**config.mk**
```make
export PLATFORM = sky130hd
export DESIGN_NAME = dsib_cell
export DESIGN_NICKNAME = d
export VERILOG_FILES = /design/src/design/dsib_pkg.sv /design/src/design/dsib_cell.sv
export SDC_FILE = /design/constraint.sdc
export NUM_CORES = 1
export LEC_CHECK = 0
export ABC_AREA = 1
export BUFFER_PORTS_ARGS = -buffer_cell sky130_fd_sc_hd__clkbuf_2
export CAP_MARGIN = 20
export CORE_MARGIN = 2
export CORE_UTILIZATION = 44
export CTS_CLUSTER_DIAMETER = 150
export DETAILED_ROUTE_END_ITERATION = 6
export PLACE_DENSITY = 0.81
export RECOVER_POWER = 50
export SYNTH_ARGS = -nofsm -noshare
export SYNTH_HDL_FRONTEND = slang
export SYNTH_SLANG_ARGS = --single-unit
```
**constraint.sdc**
```tcl
create_clock -name clk -period 12.7 [get_ports clk]
set_clock_uncertainty 0.05 [all_clocks]
set_input_delay 0 -clock clk [delete_from_list [all_inputs] [get_ports clk]]
set_output_delay 0 -clock clk [all_outputs]
set_load 0.01 [all_outputs]
```
**src/design/dsib_pkg.sv**
```systemverilog
// ----------------------------------------------------------------------------
// dsib_pkg
// Shared types and codes for the depth-sorted insert buffer.
// ----------------------------------------------------------------------------
package dsib_pkg;

  localparam int COORD_W   = 16;
  localparam int HANDLE_W  = 16;
  localparam int KEY_W     = 34;   // sum of three 32-bit squares
  localparam int OUT_KEY_W = 36;
  localparam int FILL_W    = 7;
  localparam int IDX_W     = 6;
  localparam int CFG_IDX_W = 2;

  localparam logic [1:0] OP_INSERT = 2'd0;
  localparam logic [1:0] OP_CLEAR  = 2'd1;
  localparam logic [1:0] OP_READ   = 2'd2;

  localparam logic [1:0] STATUS_OK    = 2'd0;
  localparam logic [1:0] STATUS_FULL  = 2'd1;
  localparam logic [1:0] STATUS_RANGE = 2'd2;

  localparam logic [CFG_IDX_W-1:0] CFG_CAMERA_X = 2'd0;
  localparam logic [CFG_IDX_W-1:0] CFG_CAMERA_Y = 2'd1;
  localparam logic [CFG_IDX_W-1:0] CFG_CAMERA_Z = 2'd2;

  // What one cell hands to its farther-to-nearer neighbor.
  typedef struct packed {
    logic                stay;     // stored entry is farther than the new one
    logic [KEY_W-1:0]    key;
    logic [HANDLE_W-1:0] handle;
  } link_t;

endpackage

```
**src/design/dsib_cell.sv**
```systemverilog
// ----------------------------------------------------------------------------
// dsib_cell
// One slot of the sorted chain: keeps, takes the new entry, or takes its
// farther neighbor's entry.
// ----------------------------------------------------------------------------
module dsib_cell (
  input  logic                          clk,
  input  logic                          shift,
  input  logic                          occupied,
  input  logic [dsib_pkg::KEY_W-1:0]    new_key,
  input  logic [dsib_pkg::HANDLE_W-1:0] new_handle,
  input  dsib_pkg::link_t               prev,
  output dsib_pkg::link_t               link
);

  logic [dsib_pkg::KEY_W-1:0]    key;
  logic [dsib_pkg::HANDLE_W-1:0] handle;

  assign link.stay   = occupied && (key > new_key);
  assign link.key    = key;
  assign link.handle = handle;

  always_ff @(posedge clk) begin
    if (shift && !link.stay) begin
      if (prev.stay) begin
        key    <= new_key;
        handle <= new_handle;
      end else begin
        key    <= prev.key;
        handle <= prev.handle;
      end
    end
  end

endmodule
```
==> results.sh <==
export IMPL_synth_area_leaders="edfxtp_1 49%, ha_1 14%, a21oi_1 7.3%"
export IMPL_die_w_um=87.5
export IMPL_finalCritPeriodShare=0.284
export IMPL_die_area_um2=7660
export IMPL_place_worst_setup_slack_ns=9.95
export IMPL_drive_above_1_share=0.262
export IMPL_reg2reg_slack_ns=9.98
export IMPL_start_util=0.454
export IMPL_fin_ws_ns=9.09
export IMPL_post_route_min_period_ns=3.61
export IMPL_clock_fmax_mhz=277
export IMPL_synth_top_cell_by_area="edfxtp_1"
export IMPL_port_buffers=154
export IMPL_ys_warn_count=0
export IMPL_rsz0062_at_grt="no"
export IMPL_syn_to_final_growth_pct=49.8
export IMPL_worst_pin_slew_ns=3.45
export IMPL_placed_area_um2=3920
export IMPL_postRouteAntennaNets=0
export IMPL_min_path_type="primary input to register"
export IMPL_htree_levels=2
export IMPL_final_hold_violation_count=4
export IMPL_grt_max_degree=84
export IMPL_design_area_um2=4600
export IMPL_synth_top_area_share=0.489
export IMPL_synth_cell_types=18
export IMPL_start_kind="primary input"
export IMPL_clk_pin_slew_worst_paths_ns=0.10
export IMPL_top_level_ports=155
export IMPL_drtIter0Drc=82
export IMPL_hold_buffers=66
export IMPL_worst_path_max_delay_cell="clkbuf_1"
export IMPL_worst_setup_path_end_kind="register"
export IMPL_required_ns=12.71
export IMPL_first_global_vias=3062
export IMPL_hold_ws_ns=-0.00814
export IMPL_cap_violations=1
export IMPL_netlist_instances=318
export IMPL_slew_viol_final=84
export IMPL_tns_ns=0
export IMPL_antenna_cells=0
export IMPL_nets=676
export IMPL_finish_utilization=0.680
export IMPL_antenna_found_initial=0
export IMPL_grt_overflow=0
export IMPL_cts_resized=0
export IMPL_worstPathArrival_ns=3.62
export IMPL_cts_tree="done"
export IMPL_synth_nets=456
export IMPL_slew_headroom=-1.30
export IMPL_ys_seq_area_frac=0.489
export IMPL_outcome="finished, violations left"
export IMPL_critical_path_class="primary input to register"
export IMPL_grt_pass1_wl_um=13300
export IMPL_wire_per_inst_um=14.1
export IMPL_clockBufferDepth=2
export IMPL_setup_viol=0
export IMPL_power_density_nw_per_um2=89.5
export IMPL_violations="hold timing, capacitance limit, slew limit"
export IMPL_cts_setup_buffers=0
export IMPL_num_rows=30
export IMPL_path_max_fanout=83
export IMPL_die_h_um=87.5
export IMPL_vias_per_cell=4.82
export IMPL_drc_errors=0
export IMPL_firstDrtPassIters=4
export IMPL_clk_latency_ns=0.30
export IMPL_worstPathCellList="clkbuf_2 > clkbuf_1 > mux2_2 > dlygate4sd3_1"
export IMPL_critPathMaxStageDelay_ns=2.43
export IMPL_vias=2981
export IMPL_total_leakage_power_nw=2.18
export IMPL_wl_um=8730
export IMPL_dp_hpwl_um=5700
export IMPL_gp_congestion=0.726
export IMPL_power_w=0.000412
export IMPL_vdd_drop_max_v=0.0000652
export IMPL_numClockSinks=50
export IMPL_synth_seq_cells=50
export IMPL_syn_area_um2=3070
export IMPL_core_area_um2=6760
export IMPL_grt_use_total=0.224
export IMPL_avgSynthCellArea_um2=9.65
export IMPL_cts_root_buf="clkbuf_8"
export IMPL_cts_made_buffers=5
-- per-layer routing --
| metal | share of wire | GRT usage | vias to the layer above |
|---|---|---|---|
| met2 | 0.50 | 0.404 | 120 |
| li1 | - | - | 1493 |
| met1 | 0.40 | 0.250 | 1343 |
| met4 | 0.027 | 0.0839 | 0 |
| met3 | 0.067 | 0.0616 | 25 |
| met5 | 0 | 0 | - |
-- critical path, delay by kind of cell --
kind | cells | cell delay [ns]
buffers and inverters | 3 | 3.09
muxes | 1 | 0.51
-- power by group --
| group | internal, W | total [W] | switching [W] |
|---|---|---|---|
| combinational | 0.0000553 | 0.000113 | 0.0000579 |
| sequential | 0.000199 | 0.000205 | 0.00000606 |
| clock | 0.0000378 | 0.0000934 | 0.0000556 |
-- registers in the layout, summed over array words and instances, names as in the netlist --
name / flops
handle: 16
key: 34
-- per-stage QoR --
| step | std cells | hold WS, ns |
|---|---|---|
| 5_1_grt | 618 | 0.0184 |
| 6_report | 618 | -0.00814 |
| 3_5_place_dp | 545 | 0.255 |
| 4_1_cts | 618 | 0.000429 |
| 2_1_floorplan | 318 | 0.170 |
| 3_3_place_gp | 545 | 0.252 |
-- synthesized netlist by cell type, drive strengths merged --
master / number
a21boi: 1
a21o: 2
a21oi: 45
and2: 2
buf: 9
edfxtp: 50
ha: 34
inv: 50
mux2: 17
nand2: 55
nand3: 3
nand4: 1
nor2: 48
nor3b: 1
-- final timing paths --
path | startpoint | end | depth (start not counted)
worst max register to register | key[33] | key[27] | 11
worst min-delay path | prev[33] | key[17] | 3
worst max-delay path | prev[50] | handle[4] | 4
worst min register to register | key[33] | key[5] | 8
-- logic make-up after synthesis --
kind of cell / share of synthesized area
flops: 0.489
fa+ha+maj: 0.139
simple gates: 0.152
compound gates: 0.0807
buf+inv: 0.0766
mux: 0.0624
-- cell type report --
cell class	instances	area (µm²)
clock buffers	5	68.8
clock inverters	2	15.0
repair buffers	222	1380
multi-input cells	209	1340
inverters	50	188
flip-flops and latches	50	1500
well taps	80	100
fillers	551	2160
-- cell usage in the layout (no fill, tap or decap) --
cell type / instances
inv_1: 50
nor2_4: 2
nand2_2: 5
nor2_2: 3
dlygate4sd3_1: 66
nand3_1: 3
nor3b_2: 1
edfxtp_1: 50
mux2_2: 17
a21boi_1: 1
clkbuf_2: 104
ha_1: 34
a21oi_1: 44
clkbuf_8: 5
nand2_1: 50
nor2_1: 43
buf_4: 1
and2_1: 2
clkinvlp_4: 2
clkbuf_1: 51
a21oi_4: 1
nand4_1: 1
a21o_1: 2
Note: power is estimated with default switching activity, not from simulation.
