<file path="config.mk">
export PLATFORM = sky130hd
export DESIGN_NAME = dsib_keygen
export DESIGN_NICKNAME = d
export VERILOG_FILES = /design/src/design/dsib_pkg.sv /design/src/design/dsib_keygen.sv
export SDC_FILE = /design/constraint.sdc
export NUM_CORES = 2
export LEC_CHECK = 0
export ABC_CLOCK_PERIOD_IN_PS = 20400
export BUFFER_PORTS_ARGS = -buffer_cell sky130_fd_sc_hd__buf_2
export CAP_MARGIN = 20
export CORE_ASPECT_RATIO = 1.25
export CORE_UTILIZATION = 35
export CTS_BUF_LIST = sky130_fd_sc_hd__clkbuf_4
export CTS_CLUSTER_SIZE = 25
export DETAILED_ROUTE_END_ITERATION = 8
export PLACE_DENSITY = 0.47
export REMOVE_ABC_BUFFERS = 1
export SLEW_MARGIN = 20
export SYNTH_ARGS = -nofsm -noshare
export SYNTH_HDL_FRONTEND = slang
export SYNTH_SLANG_ARGS = --single-unit
export TNS_END_PERCENT = 1
</file>
<file path="constraint.sdc">
create_clock -name clk -period 20.4 [get_ports clk]
set_input_delay 3.06 -clock clk [delete_from_list [all_inputs] [get_ports clk]]
set_output_delay 3.06 -clock clk [all_outputs]
set_load 0.03 [all_outputs]
</file>
<file path="src/design/dsib_pkg.sv">
// ----------------------------------------------------------------------------
// dsib_pkg
// Shared types and codes for the depth-sorted insert buffer.
// ----------------------------------------------------------------------------
package dsib_pkg;

  localparam int COORD_W   = 16;
  localparam int HANDLE_W  = 16;
  localparam int KEY_W     = 34;   // sum of three 32-bit squares
  localparam int OUT_KEY_W = 36;
  localparam int FILL_W    = 7;
  localparam int IDX_W     = 6;
  localparam int CFG_IDX_W = 2;

  localparam logic [1:0] OP_INSERT = 2'd0;
  localparam logic [1:0] OP_CLEAR  = 2'd1;
  localparam logic [1:0] OP_READ   = 2'd2;

  localparam logic [1:0] STATUS_OK    = 2'd0;
  localparam logic [1:0] STATUS_FULL  = 2'd1;
  localparam logic [1:0] STATUS_RANGE = 2'd2;

  localparam logic [CFG_IDX_W-1:0] CFG_CAMERA_X = 2'd0;
  localparam logic [CFG_IDX_W-1:0] CFG_CAMERA_Y = 2'd1;
  localparam logic [CFG_IDX_W-1:0] CFG_CAMERA_Z = 2'd2;

  // What one cell hands to its farther-to-nearer neighbor.
  typedef struct packed {
    logic                stay;     // stored entry is farther than the new one
    logic [KEY_W-1:0]    key;
    logic [HANDLE_W-1:0] handle;
  } link_t;

endpackage

</file>
<file path="src/design/dsib_keygen.sv">
// ----------------------------------------------------------------------------
// dsib_keygen
// Two-stage squared-distance pipeline: squares, then the three-term sum.
// ----------------------------------------------------------------------------
module dsib_keygen (
  input  logic                                clk,
  input  logic signed [dsib_pkg::COORD_W-1:0] cam_x,
  input  logic signed [dsib_pkg::COORD_W-1:0] cam_y,
  input  logic signed [dsib_pkg::COORD_W-1:0] cam_z,
  input  logic signed [dsib_pkg::COORD_W-1:0] pt_x,
  input  logic signed [dsib_pkg::COORD_W-1:0] pt_y,
  input  logic signed [dsib_pkg::COORD_W-1:0] pt_z,
  output logic [dsib_pkg::KEY_W-1:0]          key
);

  localparam int SQ_W = 2 * dsib_pkg::COORD_W;

  logic signed [dsib_pkg::COORD_W:0] diff [3];
  logic [dsib_pkg::COORD_W-1:0]      mag  [3];
  logic [SQ_W-1:0]                   sq   [3];

  always_comb begin
    diff[0] = {cam_x[dsib_pkg::COORD_W-1], cam_x} - {pt_x[dsib_pkg::COORD_W-1], pt_x};
    diff[1] = {cam_y[dsib_pkg::COORD_W-1], cam_y} - {pt_y[dsib_pkg::COORD_W-1], pt_y};
    diff[2] = {cam_z[dsib_pkg::COORD_W-1], cam_z} - {pt_z[dsib_pkg::COORD_W-1], pt_z};
    for (int i = 0; i < 3; i++) begin
      // |diff| never exceeds 65535, so it fits the coordinate width unsigned
      mag[i] = diff[i][dsib_pkg::COORD_W] ? dsib_pkg::COORD_W'(-diff[i])
                                          : diff[i][dsib_pkg::COORD_W-1:0];
    end
  end

  always_ff @(posedge clk) begin
    for (int i = 0; i < 3; i++) begin
      sq[i] <= mag[i] * mag[i];
    end
    key <= dsib_pkg::KEY_W'(sq[0]) + dsib_pkg::KEY_W'(sq[1]) + dsib_pkg::KEY_W'(sq[2]);
  end

endmodule

</file>
==> summary.md <==
| Metric | Value |
|---|---|
| Status | `finished, final reports clean` |
| CP max-delay cell | `a31oi_1` |
| Yosys cell types | `83` |
| Post-synth EDFFs | `0` |
| Antenna violations before repair | `1` |
| Hold_buf cts | `0` |
| TritonRoute pass-1 iters | `5` |
| Syn_area_per_cell | `8.64 um2` |
| Worst reg2reg path endpoint | `key[33]$_DFF_P_` |
| Arrival time worst endpoint | `13.16 ns` |
| Detailed Place HPWL | `66100 um` |
| Vias | `22800` |
| Iteration-0 DRC Markers | `904` |
| H-Tree Depth | `4` |
| Routability cong. | `0.868` |
| Sequential share of the synthesized area | `8.53%` |
| DRC | `0` |
| Max-cap viol count | `0` |
| Vias/cell | `4.86` |
| RSZ-0062 raised after global routing | `false` |
| Endpoints failing hold | `0` |
| Max frequency | `0.0792 GHz` |
| Largest net degree at the start of global routing | `20` |
| Layout Skew | `0.0457 ns` |
| Most frequent CP cell | `fa_1` |
| Final #Nets | `4575` |
| Setup crit end kind | `register` |
| Tcrit/Tclk final | `61.9%` |
| Worst-path maximum fanout | `10` |
| CP Launch Point | `cam_x[0]` |
| Total track usage | `18.3%` |
| HP Class | `register to register` |
| Starting density of the core | `35.4%` |
| Hold Crit Depth | `1` |
| Die height | `328 um` |
| R2r setup slk | `14.25 ns` |
| CTS Buffer Depth | `2` |
| Area Growth Syn to Fin | `8.06%` |
| FILL cells | `8802` |
| R2R depth | `22` |
| First-pass GRT wire length | `125000 um` |
| Total Wirelength | `76300 um` |
| I/O pin count | `131` |
| Prevailing post-synth register cell | `dfxtp_1` |
| Num rows | `119` |
| Post_cts resized | `0` |
| Detail Route Antenna Nets | `0` |
| CTS sink cnt | `127` |
| Slew Viols, Final | `0` |
| Drt wl/cell | `16.3 um` |
| Req. time, crit path | `20.94 ns` |
| Total setup buffers inserted after CTS | `0` |
| Mapped cell area | `0.0298 mm2` |
| Tightest Pin Transition | `1.03 ns` |
| Cell area after placement | `0.0319 mm2` |
| Largest stage delay, worst path | `0.62 ns` |
| Full die area | `0.0864 mm2` |
| Hold worst-path end | `key[0]$_DFF_P_` |
| #FFs+latches synth | `127` |
| Number of global-route vias before repair | `24100` |
| Ys Warns | `0` |
| Crit start category | `input port` |
| Clock tree root driver cell | `clkbuf_4` |
| Setup TNS | `0 ns` |
| CTS tree | `done` |
| Core area | `0.0843 mm2` |
| Worst skew pair latency | `0.63 ns` |
| Fraction of layout cells with a size suffix above 1 | `6.75%` |
| Num CTS Buffers | `17` |
| Final setup fails | `0` |
| HP Start | `sq[0][0]$_DFF_P_` |
| Global route overflow | `0` |
| DIE WIDTH | `263 um` |
| FFs w/ async S/R, synth | `0%` |
| Min cycle time layout | `12.63 ns` |
| Share of the core filled with cells | `38.2%` |
| Port Buffer Count | `130` |
| Reg clk slew, reported paths | `0.14 ns` |
| Post-route design area | `0.0322 mm2` |
| Slew headroom | `30.3%` |
| Reg2reg start | `sq[0][3]$_DFF_P_` |
| Synth Instances | `3450` |
| Critical path class | `input port to register` |
-- how the worst max path moves through the flow --
stage	end	slack [ns]	cells after the start
floorplan	sq[0][31]$_DFF_P_	8.43	35
global placement	sq[0][31]$_DFF_P_	7.44	38
detailed placement	sq[0][31]$_DFF_P_	7.24	38
CTS	sq[0][31]$_DFF_P_	7.87	38
global route	sq[0][31]$_DFF_P_	7.13	38
finish	sq[0][31]$_DFF_P_	7.77	38
-- cells in the final DEF, fill, tap and decap left out, types with 44 or more instances in the layout --
cell type	count
a21o_1	68
inv_1	793
dfxtp_1	127
xnor2_1	138
fa_1	491
o21ai_0	80
ha_1	401
nor3_1	60
xor2_1	67
a21oi_1	130
nor2_1	323
o21a_1	47
nand2_1	241
nand2b_1	44
buf_2	130
-- state kept, by name, indices dropped and copies added (netlist names) --
| register | count |
|---|---|
| sq | 93 |
| key | 34 |
-- cell families after synthesis --
logic type | after synthesis | share of synthesized area, %
AOI/OAI and AO/OA | 509 | 11.6
xor gates and xnor gates | 207 | 6.13
buffers and inverters | 858 | 10.8
muxes | 2 | 0.0713
DFF | 127 | 8.53
and+or+nand+nor | 855 | 13.0
adders and majority gates | 892 | 49.8
-- stage by stage --
stage	hold WS, ns	setup slack, ns	std cells
after floorplan	0.501	8.43	3399
after global placement	0.559	7.44	4655
after detailed placement	0.539	7.24	4656
after CTS	0.596	7.87	4688
after global routing	0.626	7.13	4689
final	0.595	7.77	4689
-- synthesized netlist by cell type (13+ instances only) --
master	number	share of area, %
a211oi_1	16	0.40
a21o_1	68	1.7
a21oi_1	130	2.2
a31oi_1	22	0.46
and2_1	15	0.31
clkbuf_1	45	0.57
clkinv_1	14	0.18
dfxtp_1	127	8.5
fa_1	491	33
ha_1	401	17
inv_1	793	10
nand2_1	241	3.0
nand2b_1	44	0.92
nand3_1	41	0.69
nor2_1	323	4.1
nor2b_1	39	0.82
nor3_1	60	1.0
o211ai_1	13	0.33
o21a_1	47	1.2
o21ai_0	80	1.3
o21bai_1	24	0.60
or2_2	19	0.40
or3_1	19	0.40
xnor2_1	139	4.1
xor2_1	67	2.0
-- layout make-up --
cell class	count	area (um2)	area share (%)
well taps	1089	1360	4.23
clock inverters	15	166	0.516
repair buffers	168	936	2.90
inverters	807	3030	9.40
multi-input cells	2465	24100	74.7
clock buffers	17	128	0.396
flip-flops and latches	127	2540	7.89
diodes	1	2.50	0.00776
-- critical path: cells and delay by family --
kind            cells  cell delay, ns
fa+ha+maj           9            3.70
xor+xnor            2            0.75
simple gates        4            0.62
buf+inv             8            0.93
compound gates     15            4.07
-- routing by layer --
metal  track usage (%)  wire length [um]
met5                 0                 0
met2              34.9             40300
met4              4.39              1620
met3              1.46              2000
met1              22.1             32400
Power is left out: the tool's default activity adds up to more than one toggle a clock period on the data nets, which glitch-free logic cannot reach.
